<file path="src/bes_ram.sv">
// ----------------------------------------------------------------------------
// bes_ram
// Generic single-port synchronous RAM, read-first, registered read data.
// ----------------------------------------------------------------------------
module bes_ram #(
  parameter int WIDTH  = 12,
  parameter int DEPTH  = 256,
  parameter int ADDR_W = (DEPTH > 1) ? $clog2(DEPTH) : 1
) (
  input  logic              clk,
  input  logic              we,
  input  logic [ADDR_W-1:0] addr,
  input  logic [WIDTH-1:0]  wdata,
  output logic [WIDTH-1:0]  rdata
);

  logic [WIDTH-1:0] mem_r [DEPTH];
  logic [WIDTH-1:0] rdata_r;

  always_ff @(posedge clk) begin
    rdata_r <= mem_r[addr];
    if (we) begin
      mem_r[addr] <= wdata;
    end
  end

  assign rdata = rdata_r;

endmodule

</file>
<file path="config.mk">
export PLATFORM = sky130hd
export DESIGN_NAME = bes_ram
export DESIGN_NICKNAME = d
export VERILOG_FILES = /design/src/bes_ram.sv
export SDC_FILE = /design/constraint.sdc
export NUM_CORES = 2
export LEC_CHECK = 0
export ABC_AREA = 1
export BUFFER_PORTS_ARGS = -buffer_cell sky130_fd_sc_hd__buf_2
export CORE_ASPECT_RATIO = 1.25
export CORE_MARGIN = 2
export CORE_UTILIZATION = 30
export CTS_CLUSTER_DIAMETER = 120
export CTS_CLUSTER_SIZE = 30
export DETAILED_ROUTE_END_ITERATION = 16
export PLACE_DENSITY = 0.4
export SLEW_MARGIN = 10
export SYNTH_ARGS = -nofsm -noshare
export SYNTH_HDL_FRONTEND = slang
export SYNTH_SLANG_ARGS = --single-unit
export TNS_END_PERCENT = 30
</file>
<file path="constraint.sdc">
create_clock -name clk -period 5.13 [get_ports clk]
set_input_delay 1.026 -clock clk [delete_from_list [all_inputs] [get_ports clk]]
set_output_delay 1.026 -clock clk [all_outputs]
set_load 0.05 [all_outputs]
</file>
After elaboration in Yosys (flattened, before gate mapping)
Memories as Yosys holds them, arrays and structs flattened. A register that Yosys moved wholly into a read port is not among the register bits.
Index checks and enable logic that the tools add are counted.
{"block": "word_totals", "register_bits": 0, "ram_bits": 3072, "input_bits": 22, "wordCells": 3, "memories": 1}
{"block": "classes", "mux": 2}
{"memory": "mem_r", "depth": 256, "word_bits": 12, "rd": 1, "rd_clocked_by_memory_dff": 1, "write_ports": 1, "line_no": "17", "source": "logic [WIDTH-1:0] mem_r [DEPTH];"}
{"cell": "1-bit 2-to-1 mux", "n": 2}

Logic depth before layout (Yosys ltp)
{"block": "logic_depth", "depth_word": 2, "ltp_mapped": 17, "depth_no_buf": 13}

Least setup slack after synthesis
No wires, ideal clock.
{"block": "synth_path", "path_type": "input to register", "start": "input addr[1]", "end": "memory mem_r[106][0], enable pin", "path_slack_ps": 1969, "arrival_ps": 2781, "stages": 10, "cell_sequence": "buf_4 -> inv_4 -> nor2_4 -> buf_2 -> buf_2 -> inv_2 -> nor2_1 -> nand2_1 -> clkbuf_1 -> nor2_1"}
{"item": "from (decl)", "line_no": "12", "source": "input logic [ADDR_W-1:0] addr,"}
{"item": "to (decl)", "line_no": "17"}
No word-level cell before the write port.

==> impl_metrics.toml <==
[job]
drv_cap = 0

[cts]
cts_tree = "built"
root_buffer = "clkbuf_16"
cts.sinks = 3084
htreeDepth = 3
cts_made_buffers = 119
ctsResizeCount = 0
clock_latency_ns = 0.97
post_cts_buffers = 0
path_clk_slew_ns = 0.12
hold_buffers = 0
cts.path.max_buffers = 4

[power_and_ir_drop]
vdd_drop_max_v = 0.000276
p_per_area_nw_per_um2 = 313
p_leak_nw = 54.0
power_w = 0.0435

[yosys]
syn_area_um2 = 126000
ys.flop_type = "edfxtp_1"
synth_edf_count = 3072
post_synth_num_cell_types = 17
syn_avg_cell_area_um2 = 10.7
syn-instance-count = 11800
synth_area_leader_cell = "edfxtp_1"
ys_warn_count = 0
synth-async-reset-ratio_pct = 0
seq_area_frac_synth_pct = 73.1
ys_ff_latch = 3084
yosys.area.top_type_share_pct = 73.0
synth_area_leaders = "edfxtp_1, nand2_1, nor2_1"
synth.net_count = 11900

[die]
die_w_um = 585
core_um2 = 420000
die_y_um = 730
initial_core_util_pct = 30.1
fp-row-count = 266
num_io_pins = 34
die_area_um2 = 427000

[placement]
dp_slack_ns = 0.456
gp_congestion = 0.840
dp_hpwl_um = 253000
portBuffers = 33

[timing]
slew_viol_final = 0
rsz0062_at_grt = "false"
setup_viol_count_final = 0
fmaxAchievable_ghz = 0.270
finalHoldViolCount = 0
setup_slack_ns = 1.43
slew_headroom_pct = 20.3
setup_tns_ns = 0
fin_crit_ns = 3.70
tightestPinTransition_ns = 1.19
clock_skew_ns = 0.0687
fin_crit_sh_pct = 72.2

[final_layout]
areaGrowthSynthToFinish_pct = 10.2
drive_gt1_share_pct = 5.87
num-nets-final = 11900
final_cell_mix = "nand2_1, edfxtp_1, buf_4"
final_common_cell = "nand2_1"
n_fill_cell = 42400

[global_routing]
grt_pass1_vias = 80800
gr-usage-all-layers_pct = 19.4
overflow = 0
grt_pass1_wl_um = 603000
antenna_found_initial = 28
grt_max_degree = 183

[worst_setup_path]
end_kind = "flip-flop"
max_stage_delay_ns = 0.49
cp_cell_sequence = "buf_8 > inv_16 > nor2_4 > buf_12 > nand2_1 > nand3_1 > nand2_1 > nand2_1 > o21ai_0 > buf_4 > nand2_1 > nor2_1 > nor2_1 > nor2_1 > nand2_1"
critical_path_class = "primary input to flip-flop"
path_max_fanout = 108
cp.required_ns = 6.02
cp_common_cell = "nand2_1"
cp-start-kind = "primary input"
critical_path_arrival_ns = 4.59
cp_slowest_cell = "buf_8"

[route]
wire_per_inst_um = 24.0
drt-total-wl_um = 421000
ant_nets = 0
via_per_inst = 4.66
drcViolationCount = 0
first_iter_violations = 6683
via_count = 81900
firstDrtPassIters = 6

[min_path]
holdCritPathClass = "primary input to flip-flop"

[run_status]
status = "complete, no violations"
## registers in the layout, indices dropped and copies added (netlist names)
name   flops
mem_r   3072
rdata     12
## cells in the mapped netlist, types with 2 or more instances
cell / instances
a21oi_1: 48
buf_1: 27
buf_2: 269
buf_4: 2
clkbuf_1: 316
dfxtp_1: 12
edfxtp_1: 3072
inv_1: 31
inv_2: 3
nand2_1: 7139
nand3_1: 280
nor2_1: 401
o21ai_0: 156
o21ai_1: 84
## path summary, 6_finish.rpt
check	from	to	slack [ns]	cells after the start
max	addr[1]	rdata[10]	1.43	15
min	wdata[0]	mem_r[37][0]	0.56	1
max reg2reg	mem_r[7][7]	rdata[7]	2.49	12
min reg2reg	mem_r[95][3]	rdata[3]	0.94	10
## routing by layer
layer  global-route usage (%)  wire (µm)  vias up
met4                     3.92       8610       12
met5                        0         74        -
met2                     33.7     208000     1403
met3                     1.78      14600      301
met1                     26.3     189000    41400
li1                         -          -    38700
## critical path: cells and delay by family
family	cells	cell delay, ns
and+or+nand+nor	10	1.75
AOI/OAI and AO/OA	1	0.11
buffers and inverters	4	1.27
## kinds of logic (layout without fill, tap and decap cells)
| logic type | after synthesis | in the layout | share of synthesized area (%) |
|---|---|---|---|
| buf+inv | 650 | 739 | 2.21 |
| other cells | 0 | 9 | 0 |
| compound gates | 288 | 288 | 1.14 |
| flops | 3084 | 3084 | 73.1 |
| simple gates | 7821 | 7821 | 23.5 |
## layout make-up
class / instances / area, µm² / area share [%]
multi-input cells: 8109 / 31300 / 22.5
clock buffers: 169 / 3190 / 2.29
diodes: 9 / 22.5 / 0.0162
clock inverters: 10 / 154 / 0.110
inverters: 35 / 173 / 0.124
repair buffers: 525 / 4960 / 3.56
flip-flops and latches: 3084 / 92500 / 66.4
well taps: 5628 / 7040 / 5.06
## power by group
group | switching, W | internal [W] | leakage, nW
clock | 0.00793 | 0.00447 | 1.60
combinational | 0.00264 | 0.000723 | 24.7
sequential | 0.0000468 | 0.0277 | 27.7
## through the flow
step,instances,hold WS [ns],instance area (µm²),utilization (%)
after floorplan,11800,0.796,126000,-
after global placement,17400,0.957,136000,32.4
after detailed placement,17400,0.928,136000,32.4
after CTS,17600,0.495,139000,33.2
after global routing,17600,0.518,139000,33.2
final,17600,0.565,139000,33.2
Power figures use the tool's default switching activity.
