==> src/bes_pkg.sv <==
// ----------------------------------------------------------------------------
// bes_pkg
// Shared field widths, function codes and status codes of the bipartite
// edge swap sampler.
// ----------------------------------------------------------------------------
package bes_pkg;

  localparam int IDX_W = 8;
  localparam int LBL_W = 6;
  localparam int CNT_W = 9;
  localparam int FN_W  = 2;
  localparam int ST_W  = 3;

  typedef logic [FN_W-1:0] func_t;
  typedef logic [ST_W-1:0] status_t;

  localparam func_t FN_LOAD  = 2'd0;
  localparam func_t FN_SWAP  = 2'd1;
  localparam func_t FN_CLEAR = 2'd2;
  localparam func_t FN_READ  = 2'd3;

  localparam status_t ST_SWAPPED  = 3'd0;
  localparam status_t ST_REJECTED = 3'd1;
  localparam status_t ST_SAME     = 3'd2;
  localparam status_t ST_BAD      = 3'd3;
  localparam status_t ST_DONE     = 3'd4;
  localparam status_t ST_READ     = 3'd5;

endpackage

==> src/bes_row_upd.sv <==
// ----------------------------------------------------------------------------
// bes_row_upd
// Swap decision and adjacency row update: tests the two new pairs and forms
// the rewritten rows of both nodes.
// ----------------------------------------------------------------------------
module bes_row_upd #(
  parameter int GRP_BITS = 64
) (
  input  logic [GRP_BITS-1:0]       row_a,
  input  logic [GRP_BITS-1:0]       row_b,
  input  logic [bes_pkg::LBL_W-1:0] node_a,
  input  logic [bes_pkg::LBL_W-1:0] node_b,
  input  logic [bes_pkg::LBL_W-1:0] grp_a,
  input  logic [bes_pkg::LBL_W-1:0] grp_b,
  output logic                      hit,
  output logic [GRP_BITS-1:0]       new_a,
  output logic [GRP_BITS-1:0]       new_b
);
  import bes_pkg::*;

  logic [GRP_BITS-1:0] m_a;
  logic [GRP_BITS-1:0] m_b;
  logic [GRP_BITS-1:0] xm_a;
  logic [GRP_BITS-1:0] xm_b;
  logic                same_node;

  always_comb begin
    for (int j = 0; j < GRP_BITS; j++) begin
      m_a[j] = (grp_a == LBL_W'(j));
      m_b[j] = (grp_b == LBL_W'(j));
    end
  end

  assign same_node = (node_a == node_b);
  assign xm_a      = same_node ? m_a : '0;
  assign xm_b      = same_node ? m_b : '0;

  assign hit   = (|(row_a & m_b)) | (|(row_b & m_a));
  // one node on both edges: both rows are the same word
  assign new_a = (row_a & ~m_a & ~xm_b) | m_b | xm_a;
  assign new_b = (row_b & ~m_b & ~xm_a) | m_a | xm_b;

endmodule

==> config.mk <==
export PLATFORM = sky130hd
export DESIGN_NAME = bes_row_upd
export DESIGN_NICKNAME = d
export VERILOG_FILES = /design/src/bes_pkg.sv /design/src/bes_row_upd.sv
export SDC_FILE = /design/constraint.sdc
export NUM_CORES = 1
export LEC_CHECK = 0
export BUFFER_PORTS_ARGS = -buffer_cell sky130_fd_sc_hd__buf_2
export CAP_MARGIN = 40
export CORE_AREA = 2 2 108 110
export DETAILED_ROUTE_END_ITERATION = 8
export DIE_AREA = 0 0 110 112
export GPL_ROUTABILITY_DRIVEN = 0
export PLACE_DENSITY = 0.65
export SETUP_SLACK_MARGIN = 0.02
export SLEW_MARGIN = 10
export SYNTH_ARGS = -nofsm -noshare
export SYNTH_HDL_FRONTEND = slang
export SYNTH_SLANG_ARGS = --single-unit
==> constraint.sdc <==
create_clock -name vclk -period 3.38
set_input_delay 0.676 -clock vclk [all_inputs]
set_output_delay 0.676 -clock vclk [all_outputs]
set_load 0.05 [all_outputs]
==> After elaboration in Yosys (flattened, before gate mapping) <==
Cells that the tools add are included.
{ "op_classes": {"n_mux": 2, "bitwise": 15, "n_eq_ne": 127, "reduce_logical": 4} }
{ "ops": {"columns": ["operator", "n"], "rows": [
  ["$and A64 B64 Y64", 6],
  ["$eq A6 B6 Y1 const B", 64],
  ["$not A64 Y64", 4],
  ["$or A64 B64 Y64", 4],
  ["$eq A6 B5 Y1 const B", 32],
  ["$mux W64", 2],
  ["$reduce_or A64 Y1", 2],
  ["$eq A6 B4 Y1 const B", 16],
  ["$eq A6 B3 Y1 const B", 8],
  ["$eq A6 B2 Y1 const B", 4],
  ["$eq A6 B1 Y1 const B", 2],
  ["$logic_not A6 Y1", 2],
  ["$eq A6 B6 Y1", 1],
  ["$or A1 B1 Y1", 1]
]} }
{ "totals": {"output_inout_bits": 129, "regBits": 0} }

==> Logic depth before layout (Yosys ltp) <==
Gate-level depths: netlist of the first run.
{ "depth": {"ltp_word": 6, "depth_mapped": 9, "depth_no_buf": 6} }

==> Worst setup path before layout of the first run <==
Ideal clock, no wire load.
{ "synth_timing": {"path_type": "input to output", "from": "input port grp_a[2] (netlist bit)", "to": "output port new_a[34]", "path_slack_ns": 0.010, "arrival_ns": 2.694, "path_buffers": 2, "stages": 5, "cell_sequence": "clkbuf_2 > buf_2 > nor4b_1 > nand2_1 > o211ai_1"} }
{ "synth_via": {"elab_chain_len": 6} }
{ "synth_lines": {"columns": ["element", "line", "rtl"], "rows": [
  ["from (decl)", "bes_row_upd.sv:13", "input logic [bes_pkg::LBL_W-1:0] grp_a,"],
  ["$eq A6 B6 Y1 *", "bes_row_upd.sv:29", "m_a[j] = (grp_a == LBL_W'(j));"],
  ["$not A64 Y64", "bes_row_upd.sv:40", "assign new_a = (row_a & ~m_a & ~xm_b) | m_b | xm_a;"],
  ["$and A64 B64 Y64 (2 in a row)", "bes_row_upd.sv:40", null],
  ["$or A64 B64 Y64", "bes_row_upd.sv:40", null],
  ["$or A64 B64 Y64 *", "bes_row_upd.sv:40", null],
  ["to (decl)", "bes_row_upd.sv:16", "output logic [GRP_BITS-1:0] new_a,"]
]} }
Every way passes the cells marked *; elsewhere a longest branch is shown, timed or not.

==> Final worst setup path of the first run <==
{ "layout_timing": {"from": "input port grp_a[3] (netlist bit)", "to": "output port hit"} }
{ "layout_via": {"elab_chain_len": 4} }
{ "layout_lines": {"columns": ["element", "line", "rtl"], "rows": [
  ["$eq A6 B1 Y1, or another cell as far along", "bes_row_upd.sv:29", null],
  ["$and A64 B64 Y64 *", "bes_row_upd.sv:38", "assign hit = (|(row_a & m_b)) | (|(row_b & m_a));"],
  ["$reduce_or A64 Y1 *", "bes_row_upd.sv:38", null],
  ["$or A1 B1 Y1 *", "bes_row_upd.sv:38", null],
  ["to (decl)", "bes_row_upd.sv:15", "output logic hit,"]
]} }
Marks and branches as above.

==> results of run 1 <==
through the flow:
step                instance area (um^2)  power, W
finish                              5980  0.000969
global route                        5980   0.00101
CTS                                 5910  0.000949
detailed placement                  5800  0.000933
global placement                    5800  0.000932
floorplan                           3720  0.000593
cell usage in the layout (no fill, tap or decap), drive strengths merged, types with 3 or more instances in the layout:
cell type / Yosys / layout
xor2: 4 / 4
a21oi: 5 / 5
o21ai: 15 / 15
and4b: 7 / 7
nand3: 33 / 33
nand2: 275 / 275
nor4: 5 / 5
o211ai: 132 / 132
inv: 3 / 3
a22oi: 27 / 27
mux2i: 6 / 6
nor4b: 10 / 10
nand4: 5 / 5
buf: 26 / 385
nor2: 4 / 4
a22o: 6 / 6
nor4bb: 11 / 11
nor2b: 5 / 5
and3b: 4 / 4
mux2: 4 / 4
worst max path at each step:
stage               startpoint  slack (ps)   endpoint
floorplan             grp_a[2]          10  new_a[34]
global placement      grp_a[0]        -150        hit
detailed placement    grp_a[0]        -190        hit
CTS                   grp_a[2]          20        hit
global route          grp_b[2]           1        hit
finish                grp_a[3]           4        hit
routing by layer:
metal	GRT usage (%)	vias up	wire length [um]	share of wire [%]
li1	-	3093	-	-
met1	46.0	2996	8690	39
met2	55.0	477	10100	45
met3	6.73	68	2760	12
met4	11.9	0	886	4.0
met5	0	-	0	0
what timing repair did:
item	in CTS	in global routing
endpoints found under the hold margin	0	0
buffers inserted	3	0
setup endpoints to repair	1	1
cloned	0	0
pin swaps	7	9
resized for setup	25	19
kinds of logic (layout without fill, tap and decap cells):
| logic type | Yosys count | in the layout |
|---|---|---|
| AOI/OAI and AO/OA | 199 | 199 |
| xor gates and xnor gates | 6 | 6 |
| buffers and inverters | 74 | 389 |
| muxes | 10 | 10 |
| and+or+nand+nor | 371 | 371 |
report_power, final:
group | switching [W] | internal (W)
sequential | 0 | 0
clock | 0 | 0
combinational | 0.000665 | 0.000304
final cells by class:
class / count / area, um^2
timing repair buffer: 386 / 2330
inverter: 3 / 11.3
tap: 143 / 179
multi-input combinational: 586 / 3460
fill: 1188 / 5190
tightest hold or removal path, delay by kind of cell:
family                 cells  cell delay (ps)
AO/OA/AOI/OAI              1               70
buffers and inverters      2              310
AND/OR/NAND/NOR            1               50
==> flow_summary.yaml, run 1 <==
status:
  run_status: "complete, no violations"
synth:
  yosys.cell_count.top_type: "sky130_fd_sc_hd__nand2_1"
  synth.top_cells.by_area: "sky130_fd_sc_hd__nand2_1 28%, sky130_fd_sc_hd__o211ai_1 27%, sky130_fd_sc_hd__a22oi_1 5.4%"
  netlist-cell-type-count: 49
  synth_warnings: 0
  synthesis.area_um2: 3720
  synth_compound_gate_area_share_pct: 39.6
  synthDominantCellAreaShare_pct: 27.7
  synthTopCellsByCount: "275 x sky130_fd_sc_hd__nand2_1, 132 x sky130_fd_sc_hd__o211ai_1, 43 x sky130_fd_sc_hd__clkbuf_1, 33 x sky130_fd_sc_hd__nand3_1, 27 x sky130_fd_sc_hd__a22oi_1"
  yosys-mux-area-fraction_pct: 2.82
  yosys.area.top_type: "sky130_fd_sc_hd__nand2_1"
  dominant_combinational_cell_family_by_area_after_synthesis: "simple AND/OR/NAND/NOR gates"
  post_synth_and_or_nand_nor_area_fraction_pct: 46.8
  synth-adder-area-share_pct: 0
  synth-seq-area-share_pct: 0
  synth_cells: 660
  mappedNetlistNets: 812
  synthesis.area_per_instance_um2: 5.64
  yosys.area_share.xor_xnor_pct: 1.41
route:
  vias_per_cell: 5.93
  first_iter_violations: 692
  drtAntennaViolNets: 0
  vias_after_detailed_routing: 6634
  post-route-drc-count: 0
  wirelength_routed_um: 22400
  drt_pre_antenna_iters: 6
  routedWlPerCell_um: 20.0
timing:
  finalSetupTns_ps: 0
  rsz0062_at_grt: "yes"
  finalHoldWorstSlack_ps: 1780
  fmax_mhz: 296
  final_critical_path_time_including_i_o_delays_and_setup_ps: 3380
  maxSlewHeadroom_pct: 61.3
  setup_viol: 0
  worst_slew_pin_slew_ps: 573
  period_share_pct: 99.9
  final_hold_viol_count: 0
  timing_max_transition_violations_final: 0
  setup_slack_ps: 3.84
clocking:
  holdBufCountCts: 0
grt:
  first_pass_grt_wire_length_um: 33200
  number_of_global_route_vias_before_repair: 6108
  globalRouteTotalUtil_pct: 34.5
  antenna_found_initial: 0
  grt.overflow.total: 0
  grt_start_max_net_pins: 65
final_layout:
  final_core_utilization_pct: 53.5
  final_cell_count_no_fill: 1118
  fin_nets: 1129
  antenna_cells_inserted: 0
  flow.area_growth_from_synthesis_pct: 60.7
  layout.area.seq_um2: 0
  numSequentialCells: 0
  clkbuf_count: 0
  drive_above_1_share_pct: 42.7
critical_path:
  slowest_stage: "sky130_fd_sc_hd__or4_4"
  crit_family: "simple AND/OR/NAND/NOR gates"
  critPathLaunchType: "input pin"
  crit_fanout: 17
  crit_buf_inv: 3
  worstSetupPathDepth: 9
  timing.critical_path.cells: "buf_6 -> nor4bb_1 -> buf_4 -> a22oi_1 -> nand2_1 -> a222oi_1 -> nand4_1 -> or4_4 -> buf_8"
  arrival_ps: 2700
  worstSetupPathType: "in2out"
  critPathMaxStageDelay_ps: 570
  setup.worst_path.end_class: "output pin"
  timing.critical_path.required_ps: 2700
worst_hold_path:
  min_path_cells: 4
  timing.hold.worst_endpoint: "new_a[38]"
  worstHoldPathType: "in2out"
  hold_path_startpoint: "row_a[38]"
place:
  placement.setup.worst_slack_ps: -188
  place.detailed.hpwl_um: 18800
  port_buffers: 281
  place_inst: 1116
power:
  pwr_density_cell_nw_per_um2: 162
  power.ir.vdd_worst_v: 0.0000832
  p_leak_nw: 2.86
die:
  die_area_um2: 12300
  chipHeight_um: 112
  start_util_pct: 33.3
  die_width_um: 110
  total_number_of_placement_rows: 39
  area_of_the_core_region_um2: 11200
  ios: 281
run:
  drv_cap: 0
No activity file was read; power rests on OpenSTA's default activity.
==> run 2, diff against run 1 <==
--- a/config.mk
+++ b/config.mk
@@ -11,7 +11,7 @@
 export DETAILED_ROUTE_END_ITERATION = 8
 export DIE_AREA = 0 0 110 112
 export GPL_ROUTABILITY_DRIVEN = 0
-export PLACE_DENSITY = 0.65
+export PLACE_DENSITY = 0.7
 export SETUP_SLACK_MARGIN = 0.02
 export SLEW_MARGIN = 10
 export SYNTH_ARGS = -nofsm -noshare
==> flow_summary.yaml, run 2 (same netlist as run 1, synthesis figures left out) <==
die:
  area_of_the_core_region_um2: 11200
  total_number_of_placement_rows: 39
  chipHeight_um: 112
  die_area_um2: 12300
  ios: 281
  die_width_um: 110
  start_util_pct: 33.3
route:
  vias_after_detailed_routing: 6776
  drtAntennaViolNets: 0
  drt_pre_antenna_iters: 5
  first_iter_violations: 885
  post-route-drc-count: 0
  vias_per_cell: 6.12
  routedWlPerCell_um: 20.9
  wirelength_routed_um: 23100
critical_path:
  critPathLaunchType: "input pin"
  crit_fanout: 15
  worstSetupPathType: "in2out"
  setup.worst_path.end_class: "output pin"
  timing.critical_path.required_ps: 2700
  arrival_ps: 2690
grt:
  first_pass_grt_wire_length_um: 33400
  number_of_global_route_vias_before_repair: 6005
  globalRouteTotalUtil_pct: 34.8
  antenna_found_initial: 0
  grt_start_max_net_pins: 129
  grt.overflow.total: 0
final_layout:
  layout.filler_cells: 1171
  final_cell_area_um2: 6010
  antenna_cells_inserted: 0
  multi_input_logic_area_um2: 3520
  most-common-layout-cells: "275 x sky130_fd_sc_hd__nand2_1, 269 x sky130_fd_sc_hd__buf_2, 132 x sky130_fd_sc_hd__o211ai_1"
  numSequentialCells: 0
  drive_above_1_share_pct: 42.4
  final_cell_count_no_fill: 1107
  flow.area_growth_from_synthesis_pct: 61.4
  layout.area.seq_um2: 0
  fin_nets: 1118
  clkbuf_count: 0
  mostFrequentLayoutCell: "sky130_fd_sc_hd__nand2_1"
  final_core_utilization_pct: 53.7
place:
  place_inst: 1096
  placement.setup.worst_slack_ps: -265
  placement.cell_area_um2: 5640
  place.detailed.hpwl_um: 18700
  port_buffers: 281
worst_hold_path:
  hold_path_startpoint: "row_a[27]"
  worstHoldPathType: "in2out"
  timing.hold.worst_endpoint: "new_a[27]"
  min_path_cells: 4
power:
  p_leak_nw: 2.85
  pwr_density_cell_nw_per_um2: 164
  power.ir.vdd_worst_v: 0.0000884
  fin_total_pwr_w: 0.000984
timing:
  setup_slack_ps: 16.1
  fmax_mhz: 297
  setup_viol: 0
  rsz0062_at_grt: "yes"
  timing_max_transition_violations_final: 0
  maxSlewHeadroom_pct: 49.4
  worst_slew_pin_slew_ps: 757
  final_critical_path_time_including_i_o_delays_and_setup_ps: 3360
  final_hold_viol_count: 0
  period_share_pct: 99.5
status:
  run_status: "complete, no violations"
run:
  drv_cap: 0
clocking:
  holdBufCountCts: 0
-- run 2: changes by cell type in the layout (fill, tap and decap cells not counted), moves of 3 or more --
| cell | change |
|---|---|
| sky130_fd_sc_hd__buf_4 | -13 |
| sky130_fd_sc_hd__buf_6 | +4 |
| sky130_fd_sc_hd__nor4bb_1 | -5 |
| sky130_fd_sc_hd__nor4bb_4 | +3 |
-- run 2: cell type report --
class	instances	area share (%)
inverter	3	0.188
multi-input combinational	586	58.7
tap	143	2.98
timing repair buffer	375	38.2
-- run 2: worst max-delay path: stages --
cell and delay, ps:
sky130_fd_sc_hd__buf_4 180, sky130_fd_sc_hd__nor2b_1 130, sky130_fd_sc_hd__buf_4 220, sky130_fd_sc_hd__a222oi_1 320, sky130_fd_sc_hd__nor4b_2 250, sky130_fd_sc_hd__nand4_1 130
sky130_fd_sc_hd__or4_4 600, sky130_fd_sc_hd__buf_12 180
-- run 2: what timing repair did --
item	in CTS	in global routing
buffers inserted	0	10
pin swaps	4	15
resized for setup	13	53
cloned	0	2
setup endpoints to repair	1	1
-- run 2: worst max path at each step --
stage | depth (start not counted) | end | slack, ps | startpoint
floorplan | 5 | new_a[34] | 10 | grp_a[2]
global placement | 8 | hit | -290 | grp_a[0]
detailed placement | 8 | hit | -260 | grp_a[0]
CTS | 10 | hit | 20 | grp_b[2]
global route | 10 | hit | -10 | grp_b[3]
finish | 8 | hit | 20 | grp_b[5]
-- run 2: report_power, final --
group	switching, W	total [W]	internal (W)
sequential	0	0	0
combinational	0.000673	0.000984	0.000312
clock	0	0	0
total	0.000673	0.000984	0.000312
-- run 2: per-stage QoR --
step	hold WS [ps]	TNS (ps)
5_1_grt	1800	-12.4
4_1_cts	1790	0
2_1_floorplan	1790	0
3_3_place_gp	1780	-288
3_5_place_dp	1780	-265
6_report	1780	0
-- run 2: metal layers --
metal  up-vias  track usage, %  part of all wire (%)
met4         0            7.43                   3.1
met2       531            55.8                    45
met5         -               0                     0
li1       3072               -                     -
met1      3097            48.9                    40
met3        76            5.21                    12
